$ cat src/rtl/lmst_pkg.sv
// Shared types, codes and constants of the lazy min segment tree unit.
`timescale 1ns / 1ps
`default_nettype none
package lmst_pkg;

	localparam int POS_W   = 10;
	localparam int IDX_W   = POS_W + 1;
	localparam int MODE_W  = 2;
	localparam int DATA_W  = 32;
	localparam int STK_D   = POS_W;
	localparam int SP_W    = $clog2(STK_D + 1);
	localparam int NEUTRAL = 1 << 26;
	localparam int ACC_MIN_W = 28;

	localparam logic [MODE_W-1:0] MODE_ADD   = 2'd0;
	localparam logic [MODE_W-1:0] MODE_LOWER = 2'd1;
	localparam logic [MODE_W-1:0] MODE_QUERY = 2'd2;

	localparam logic [2:0] WR_NONE  = 3'd0;
	localparam logic [2:0] WR_ZERO  = 3'd1;
	localparam logic [2:0] WR_ADD   = 3'd2;
	localparam logic [2:0] WR_LOWER = 3'd3;
	localparam logic [2:0] WR_PUSH  = 3'd4;
	localparam logic [2:0] WR_KEEP  = 3'd5;
	localparam logic [2:0] WR_PULL  = 3'd6;

	localparam logic [1:0] RD_NONE  = 2'd0;
	localparam logic [1:0] RD_CUR   = 2'd1;
	localparam logic [1:0] RD_LEFT  = 2'd2;
	localparam logic [1:0] RD_RIGHT = 2'd3;

	typedef struct packed {
		logic       load;
		logic       init;
		logic [1:0] rd_sel;
		logic [2:0] wr_op;
		logic       wr_right;
		logic       cap_node;
		logic       cap_left;
		logic       acc_upd;
		logic       desc_left;
		logic       desc_right;
		logic       ret_right;
		logic       ret_pop;
		logic       emit;
		logic       emit_neutral;
	} lmst_cmd_t;

	typedef struct packed {
		logic [MODE_W-1:0] mode;
		logic              nop;
		logic              q_empty;
		logic              covered;
		logic              leaf;
		logic              lower_wr;
		logic              pend_nz;
		logic              need_left;
		logic              need_right;
		logic              top_left;
		logic              top_need_right;
		logic              sp_zero;
		logic              clr_last;
	} lmst_stat_t;

endpackage
`default_nettype wire

$ cat src/rtl/lmst_ctrl.sv
// Controller: sequences the tree walk, push-downs, pull-ups and the clearing pass.
`timescale 1ns / 1ps
`default_nettype none
module lmst_ctrl (
	input  wire logic                 clk,
	input  wire logic                 arst_n,
	input  wire logic                 start,
	output logic                      busy,
	output logic                      strobe,
	input  wire lmst_pkg::lmst_stat_t stat,
	output lmst_pkg::lmst_cmd_t       cmd
);

	localparam logic [3:0] S_CLEAR  = 4'd0;
	localparam logic [3:0] S_IDLE   = 4'd1;
	localparam logic [3:0] S_LOAD   = 4'd2;
	localparam logic [3:0] S_RD     = 4'd3;
	localparam logic [3:0] S_EVAL   = 4'd4;
	localparam logic [3:0] S_PL_RD  = 4'd5;
	localparam logic [3:0] S_PL_WR  = 4'd6;
	localparam logic [3:0] S_PR_WR  = 4'd7;
	localparam logic [3:0] S_PC_WR  = 4'd8;
	localparam logic [3:0] S_DESC   = 4'd9;
	localparam logic [3:0] S_RET    = 4'd10;
	localparam logic [3:0] S_PU_RD  = 4'd11;
	localparam logic [3:0] S_PU_RD2 = 4'd12;
	localparam logic [3:0] S_PU_WR  = 4'd13;

	logic [3:0] state_q, state_d;
	logic       strobe_q;
	logic       is_query;

	assign is_query = (stat.mode == lmst_pkg::MODE_QUERY);

	always_comb begin
		cmd     = '0;
		state_d = state_q;
		unique case (state_q)
			S_CLEAR: begin
				cmd.wr_op = lmst_pkg::WR_ZERO;
				if (stat.clr_last) begin
					state_d = S_IDLE;
				end
			end
			S_IDLE: begin
				if (start) begin
					cmd.load = 1'b1;
					state_d  = S_LOAD;
				end
			end
			S_LOAD: begin
				priority if (stat.nop) begin
					state_d = S_IDLE;
				end else if (stat.q_empty) begin
					cmd.emit         = 1'b1;
					cmd.emit_neutral = 1'b1;
					state_d          = S_IDLE;
				end else begin
					cmd.init = 1'b1;
					state_d  = S_RD;
				end
			end
			S_RD: begin
				cmd.rd_sel = lmst_pkg::RD_CUR;
				state_d    = S_EVAL;
			end
			S_EVAL: begin
				cmd.cap_node = 1'b1;
				priority if (is_query && stat.covered) begin
					cmd.acc_upd = 1'b1;
					state_d     = S_RET;
				end else if ((stat.mode == lmst_pkg::MODE_ADD) && stat.covered) begin
					cmd.wr_op = lmst_pkg::WR_ADD;
					state_d   = S_RET;
				end else if ((stat.mode == lmst_pkg::MODE_LOWER) && stat.leaf) begin
					if (stat.lower_wr) begin
						cmd.wr_op = lmst_pkg::WR_LOWER;
					end
					state_d = S_RET;
				end else if (stat.pend_nz) begin
					state_d = S_PL_RD;
				end else begin
					state_d = S_DESC;
				end
			end
			S_PL_RD: begin
				cmd.rd_sel = lmst_pkg::RD_LEFT;
				state_d    = S_PL_WR;
			end
			S_PL_WR: begin
				cmd.wr_op  = lmst_pkg::WR_PUSH;
				cmd.rd_sel = lmst_pkg::RD_RIGHT;
				state_d    = S_PR_WR;
			end
			S_PR_WR: begin
				cmd.wr_op    = lmst_pkg::WR_PUSH;
				cmd.wr_right = 1'b1;
				state_d      = S_PC_WR;
			end
			S_PC_WR: begin
				cmd.wr_op = lmst_pkg::WR_KEEP;
				state_d   = S_DESC;
			end
			S_DESC: begin
				priority if (stat.need_left) begin
					cmd.desc_left = 1'b1;
					state_d       = S_RD;
				end else if (stat.need_right) begin
					cmd.desc_right = 1'b1;
					state_d        = S_RD;
				end else begin
					state_d = is_query ? S_RET : S_PU_RD;
				end
			end
			S_RET: begin
				priority if (stat.sp_zero) begin
					cmd.emit = is_query;
					state_d  = S_IDLE;
				end else if (stat.top_left && stat.top_need_right) begin
					cmd.ret_right = 1'b1;
					state_d       = S_RD;
				end else begin
					// queries leave minimums alone, so skip the pull-up
					cmd.ret_pop = 1'b1;
					state_d     = is_query ? S_RET : S_PU_RD;
				end
			end
			S_PU_RD: begin
				cmd.rd_sel = lmst_pkg::RD_LEFT;
				state_d    = S_PU_RD2;
			end
			S_PU_RD2: begin
				cmd.cap_left = 1'b1;
				cmd.rd_sel   = lmst_pkg::RD_RIGHT;
				state_d      = S_PU_WR;
			end
			S_PU_WR: begin
				cmd.wr_op = lmst_pkg::WR_PULL;
				state_d   = S_RET;
			end
			default: begin
				state_d = S_IDLE;
			end
		endcase
	end

	always_ff @(posedge clk or negedge arst_n) begin
		if (!arst_n) begin
			state_q  <= S_CLEAR;
			strobe_q <= 1'b0;
		end else begin
			state_q  <= state_d;
			strobe_q <= cmd.emit;
		end
	end

	assign busy   = (state_q != S_IDLE);
	assign strobe = strobe_q;

endmodule
`default_nettype wire

$ cat config.mk
export PLATFORM = sky130hd
export DESIGN_NAME = lmst_ctrl
export DESIGN_NICKNAME = d
export VERILOG_FILES = /design/src/rtl/lmst_pkg.sv /design/src/rtl/lmst_ctrl.sv
export SDC_FILE = /design/constraint.sdc
export NUM_CORES = 1
export LEC_CHECK = 0
export BUFFER_PORTS_ARGS = -buffer_cell sky130_fd_sc_hd__buf_2
export CAP_MARGIN = 20
export CORE_MARGIN = 8
export CORE_UTILIZATION = 46
export DETAILED_ROUTE_END_ITERATION = 10
export HOLD_SLACK_MARGIN = 0.12
export PLACE_DENSITY_LB_ADDON = 0.12
export SLEW_MARGIN = 25
export SYNTH_ARGS = -nofsm -noshare
export SYNTH_HDL_FRONTEND = slang
export SYNTH_SLANG_ARGS = --single-unit
$ cat constraint.sdc
create_clock -name clk -period 5.2 [get_ports clk]
set_clock_uncertainty 0.05 [all_clocks]
set_input_delay 1.56 -clock clk [delete_from_list [all_inputs] [get_ports clk]]
set_output_delay 1.56 -clock clk [all_outputs]
set_load 0.02 [all_outputs]
## Yosys cells after proc, flatten, opt, wreduce, memory -nomap -nowiden

Cells that the tools add are included.

| word-level totals | value |
|---|---|
| logic and storage cells | 73 |
| bits in registers | 5 |
| bits of input ports | 17 |
| output and inout port bits | 19 |

| operators by class | value |
|---|---|
| multiplexer cells | 43 |
| reduce and logical (&&, ||, !) cells | 10 |
| eq/ne operators | 18 |

Operator list:

| cell | count |
|---|---|
| $pmux 4 s14 | 1 |
| $mux 4 | 11 |
| $eq 4x4->1 const B | 6 |
| $mux 2 | 10 |
| $mux 1 | 18 |
| $eq 4x3->1 const B | 4 |
| $pmux 3 s5 | 1 |
| $eq 4x2->1 const B | 2 |
| $pmux 2 s3 | 1 |
| $reduce_or 2->1 | 3 |
| $eq 4x1->1 const B | 1 |
| $logic_and 1x1->1 | 4 |
| $logic_not 4->1 | 1 |
| $ne 2x2->1 const B | 2 |
| $ne 4x1->1 const B | 1 |
| $eq 2x1->1 const B | 1 |
| $eq 2x2->1 const B | 1 |
| $logic_not 2->1 | 1 |
| $pmux 1 s2 | 1 |
| $reduce_and 2->1 | 1 |

## Depth between registers and ports, before layout

Gate-level depths: netlist of the first run.

| logic depth | value |
|---|---|
| depth in word-level cells | 6 |
| gate-level depth with buffers | 5 |
| gate-level depth less buffers | 4 |

## Worst setup path after synthesis of the first run

OpenSTA, ideal clock, no wires.

| path | value |
|---|---|
| path kind | input to output |
| start | input stat[12] in the netlist's numbering |
| end | output cmd[11] in the netlist's numbering |
| slack | 1,123 ps |
| data arrival time | 2,467 ps |
| buffers on the path | 0 |
| stages | 4 |
| required time | 3,590 ps |
| cell sequence | nand2b_1 a2111oi_2 a21oi_1 nor2_1 |

RTL lines:

| what | line | RTL |
|---|---|---|
| start, declared | lmst_ctrl.sv:10 | `input wire lmst_pkg::lmst_stat_t stat,` |
| end, declared | lmst_ctrl.sv:11 | `output lmst_pkg::lmst_cmd_t cmd` |

==> metrics.yaml, run 1 <==
worstPathArrival_ns: 2.65
die_area_um2: 2840
hold_slack_ns: 0.676
ctsLongestPathBuffers: 2
finalSetupTns_ns: 0
fin_ws_ns: 0.943
clock_latency_ns: 0.25
nFillCells: 134
grt_pass1_vias: 712
io_pins: 36
fmax_ghz: 0.235
syn_nets: 101
area_growth_pct: 27.8
coreArea_um2: 1300
cts-root-buf: "clkbuf_4"
drive_above_1_share_pct: 42.4
start_kind: "input pin"
start_util_pct: 49.1
yosysSeqAreaShare_pct: 19.6
cts_sinks: 5
drc: 0
setup_viol: 0
netlist-cell-type-count: 39
grt_pass1_wl_mm: 3.00
crit_fanout: 5
cts_buffers: 3
maxSlewHeadroom_pct: 61.3
dp_cells: 129
cp_data_required_time_ns: 3.59
p_leak_uw: 0.000412
chipWidth_um: 53.3
postCtsSetupRepairBufs: 0
gr-total-overflow: 0
dpl.hpwl_mm: 1.54
synth.most_common_cell: "nand2_1"
crit_type: "in2out"
rsz0062_at_grt: "no"
num_rows: 13
yosysTopAreaCell: "dfrtp_1"
status: "completed"
cts_resized: 0
dp_slack_ns: 0.958
synthFlopType: "dfrtp_1"
synth-seq-cells: 5
via_count: 774
antenna_found_initial: 0
die_h_um: 53.3
synthCells: 84
cp-end-kind: "primary output"
wl_mm: 1.91
tightestPinTransition_ns: 0.580
via_per_inst: 5.82
yosys_warnings: 0
avgSynthCellArea_um2: 7.61
synth_edf_count: 0
hp-class: "reg2reg"
port_buffers: 35
grt_use_total_pct: 14.2
async_flop_share_pct: 100
p_total_uw: 408
final_antenna_net_count: 0
final_cells: 133
ys_top_cells_by_area: "dfrtp_1 (20%), a21oi_1 (6.3%), nand2_1 (5.9%)"
synth_top_area_share_pct: 19.6
cts_tree: "done"
p_per_area_nw_per_um2: 500
nets: 136
cts_hold_buf: 0
syn_area_um2: 639
first_pass_iters: 4
report.final.slew_viol_count: 0
fin_crit_ns: 4.26
synth.cells.most_frequent: "nand2_1 (10), a21oi_1 (8), and3_1 (5), dfrtp_1 (5)"
antenna_cells: 0
place_congestion: 0.840
drtIter0Drc: 18
h-tree-depth: 1
wire_per_inst_um: 14.3
grt_max_degree: 18
path_clk_slew_ns: 0.05
ir_worst_vdd_mv: 0.334
hold_viol: 0
maxCapViolations: 0
min_period_over_period_pct: 81.9
## cell usage in the layout, fill, tap and decap left out, types with 2 or more instances in the layout
master	synthesis	routed
buf_2	2	35
nand2_1	10	10
a21oi_1	8	8
and3_1	5	5
dfrtp_1	5	5
nor2_1	4	4
nand3_1	4	4
o21ai_0	4	4
nor2b_1	3	3
clkbuf_4	0	3
and2b_1	2	2
nor2_2	2	2
inv_1	2	2
xnor2_1	2	2
nor3_1	2	2
nand3b_1	2	2
a21oi_2	2	2
## layer usage
metal	global-route usage (%)	part of all wire, %	vias up
met4	7.56	2.1	0
met2	22.3	45	32
met1	16.4	44	358
met5	0	0	-
met3	5.04	8.1	5
li1	-	-	379
## power by group
group,switching [µW],internal [µW],leakage (µW)
clock,18.7,28.0,0.0000177
sequential,56.2,52.5,0.0000653
combinational,148,105,0.000329
## final timing paths
kind / startpoint / to / slack (ns) / cells past startpoint
min reg2reg: state_q[1] / state_q[1] / 0.68 / 2
min in group asynchronous: arst_n / state_q[0] / 1.06 / 1
max: stat[12] / cmd[11] / 0.94 / 6
max in group asynchronous: arst_n / strobe / 3.90 / 1
min: state_q[1] / state_q[1] / 0.68 / 2
max reg2reg: state_q[3] / state_q[0] / 3.56 / 4
## final cells by class
| cell class | count | area [µm²] | share of cell area, % |
|---|---|---|---|
| inverters | 3 | 11.3 | 1.38 |
| clock buffers | 3 | 22.5 | 2.76 |
| flip-flops and latches | 5 | 125 | 15.3 |
| multi-input cells | 71 | 459 | 56.2 |
| repair buffers | 35 | 175 | 21.4 |
| clock inverters | 1 | 5.00 | 0.613 |
| well taps | 15 | 18.8 | 2.30 |
## metrics by stage
step | instance area [µm²] | util [%]
floorplan | 639 | -
global placement | 790 | 60.7
detailed placement | 790 | 60.7
CTS | 817 | 62.8
global route | 817 | 62.8
finish | 817 | 62.8
## critical path: stages
cell	delay, ns
buf_2	0.11
nand2b_1	0.21
a2111oi_2	0.38
a21oi_1	0.07
nor2_1	0.13
buf_2	0.18
## sequential cells by signal (all words and copies together), names as in the netlist
name,count
state_q,4
strobe,1
## cell families after synthesis
kind of cell / count (synthesis) / synth area share, %
AOI/OAI and AO/OA: 25 / 27.8
buffers and inverters: 8 / 8.61
xor gates and xnor gates: 2 / 2.74
DFF: 5 / 19.6
and+or+nand+nor: 44 / 41.3
Power figures use the tool's default switching activity.
==> run 2, diff against run 1 <==
ABC_AREA = 1   (was not set)
CORE_UTILIZATION = 42   (was 46)
clock period = 4.1 ns   (was 5.2 ns; I/O delays follow)
==> run 2 against run 1 <==
Against the previous run: cell area is 1.5% higher; sequential cell count stayed put; setup slack worse by 0.18 ns; power is 17% higher; utilization is 0.59 points lower.
==> metrics.yaml, run 2 <==
grt_use_total_pct: 13.4
p_sw_uw: 271
p_per_area_nw_per_um2: 577
path_cells: "buf_2, inv_1, nand2_1, o32ai_1, buf_2"
mostFrequentLayoutCells: "nand2_1 (40), buf_2 (35), nor2_1 (19), inv_1 (18), nand3_1 (8)"
crit_slowest_cell: "o32ai_1"
grt_pass1_vias: 781
postCtsSetupRepairBufs: 0
netlist-cell-type-count: 17
drive_above_1_share_pct: 32.9
fin_crit_ns: 3.34
fmax_ghz: 0.299
hold_viol: 0
dp_slack_ns: 0.764
largest_register_ffs: 4
worstPathArrival_ns: 2.06
hp-class: "reg2reg"
synth_top_area_share_pct: 24.7
rsz0062_at_grt: "no"
wire_per_inst_um: 11.5
synthFlopType: "dfrtp_1"
grt_max_degree: 8
tightestPinTransition_ns: 0.318
grt_pass1_wl_mm: 2.99
fin_ws_ns: 0.760
cts_buffers: 3
p_int_uw: 208
drc: 0
gr-total-overflow: 0
antenna_cells: 0
crit_buf_inv: 3
crit_top_cell: "buf_2"
yosysSeqAreaShare_pct: 20.6
dpl.hpwl_mm: 1.68
path_clk_slew_ns: 0.05
start_kind: "input pin"
antenna_found_initial: 0
async_flop_share_pct: 100
via_per_inst: 4.98
finalSetupTns_ns: 0
maxSlewHeadroom_pct: 78.8
syn_nets: 133
p_leak_uw: 0.000575
final_cells: 170
drtIter0Drc: 33
p_comb_share_pct: 67.4
regMostFlops: "state_q"
coreArea_um2: 1330
synth-seq-cells: 5
dp_cells: 166
final_antenna_net_count: 0
min_period_over_period_pct: 81.5
cp-end-kind: "primary output"
cts_hold_buf: 0
ys_top_cells_by_area: "nand2_1 (25%), dfrtp_1 (21%), nor2_1 (12%)"
nFillCells: 143
avgSynthCellArea_um2: 5.24
place_congestion: 0.884
h-tree-depth: 1
maxCapViolations: 0
ctsLongestPathBuffers: 2
swShare_pct: 56.6
cts-root-buf: "clkbuf_4"
path_delay_family: "buffers and inverters"
area_growth_pct: 36.4
crit_fanout: 4
layout_commonest_cell: "nand2_1"
power.share.clock_pct: 11.8
syn_area_um2: 608
cp_data_required_time_ns: 2.82
start_util_pct: 45.6
final_core_utilization_pct: 62.2
cts_tree: "done"
synth.most_common_cell: "nand2_1"
port_buffers: 35
p_seq_share_pct: 20.8
yosysTopAreaCell: "nand2_1"
synth_edf_count: 0
nets: 173
num_rows: 13
synth.cells.most_frequent: "nand2_1 (40), nor2_1 (19), inv_1 (18), nand3_1 (8)"
status: "completed"
cts_sinks: 5
die_area_um2: 2920
cts_resized: 0
synthCells: 116
report.final.slew_viol_count: 0
setup_viol: 0
crit_type: "in2out"
max_stage_delay_ns: 0.34
first_pass_iters: 4
ir_worst_vdd_mv: 0.323
p_total_uw: 479
io_pins: 36
chipWidth_um: 54.1
yosys_warnings: 0
via_count: 846
die_h_um: 54.1
clock_latency_ns: 0.24
wl_mm: 1.96
==> run 2: changes by cell type in the layout (fill, tap and decap cells not counted), moves of 3 or more <==
cell      change
nor2_2        +3
nor2_1       +15
o211ai_1      +4
inv_2         +4
nand2_1      +30
and3_1        -5
a21oi_1       -7
nand3_1       +4
inv_1        +16
nor2b_1       -3
==> run 2: worst paths after layout <==
| path | slack, ns | start | depth (start not counted) | end |
|---|---|---|---|---|
| max in group asynchronous | 3.12 | arst_n | 1 | state_q[1] |
| max reg2reg | 2.72 | state_q[1] | 7 | state_q[1] |
| min in group asynchronous | 0.74 | arst_n | 1 | strobe |
| min reg2reg | 0.66 | state_q[0] | 2 | state_q[3] |
| max | 0.76 | stat[12] | 5 | cmd[1] |
| min | 0.66 | state_q[0] | 2 | state_q[3] |
==> run 2: cells by family (layout without fill, tap and decap cells) <==
group,Yosys count,in the layout,synth area share (%)
AOI/OAI and AO/OA,10,10,10.9
and+or+nand+nor,77,77,53.7
buffers and inverters,24,63,14.8
DFF,5,5,20.6
==> run 2: metrics by stage <==
step	cell area [µm²]	hold slack, ns
2_1_floorplan	608	0.593
3_3_place_gp	802	0.655
3_5_place_dp	802	0.650
4_1_cts	830	0.668
5_1_grt	830	0.718
6_report	830	0.661
==> run 2: tightest hold or removal path, cell delays in order, from the launching register on <==
cell      delay (ns)
dfrtp_1         0.46
o211ai_1        0.13
nand3_1         0.09
==> run 2: cell type report <==
type	count	area, µm²	area share, %
Inverter	24	90.1	10.9
Timing Repair Buffer	35	175	21.1
Sequential cell	5	125	15.1
Tap cell	15	18.8	2.26
Clock buffer	3	22.5	2.71
Clock inverter	1	5.00	0.603
Multi-Input combinational cell	87	393	47.4
==> run 2: power groups by stage <==
| stage | registers, µW | clock network, µW | logic (µW) |
|---|---|---|---|
| 2_1_floorplan | 97.2 | 0 | 229 |
| 3_3_place_gp | 100 | 0 | 315 |
| 3_5_place_dp | 100 | 0 | 319 |
| 4_1_cts | 99.5 | 57.9 | 323 |
| 5_1_grt | 103 | 62.6 | 358 |
| 6_report | 99.5 | 56.7 | 323 |
==> run 2: routing by layer <==
metal	GRT usage [%]	up-vias	wire [µm]
met2	21.8	51	931
met4	7.38	0	26
met3	2.20	4	163
li1	-	440	-
met5	0	-	0
met1	16.4	351	838
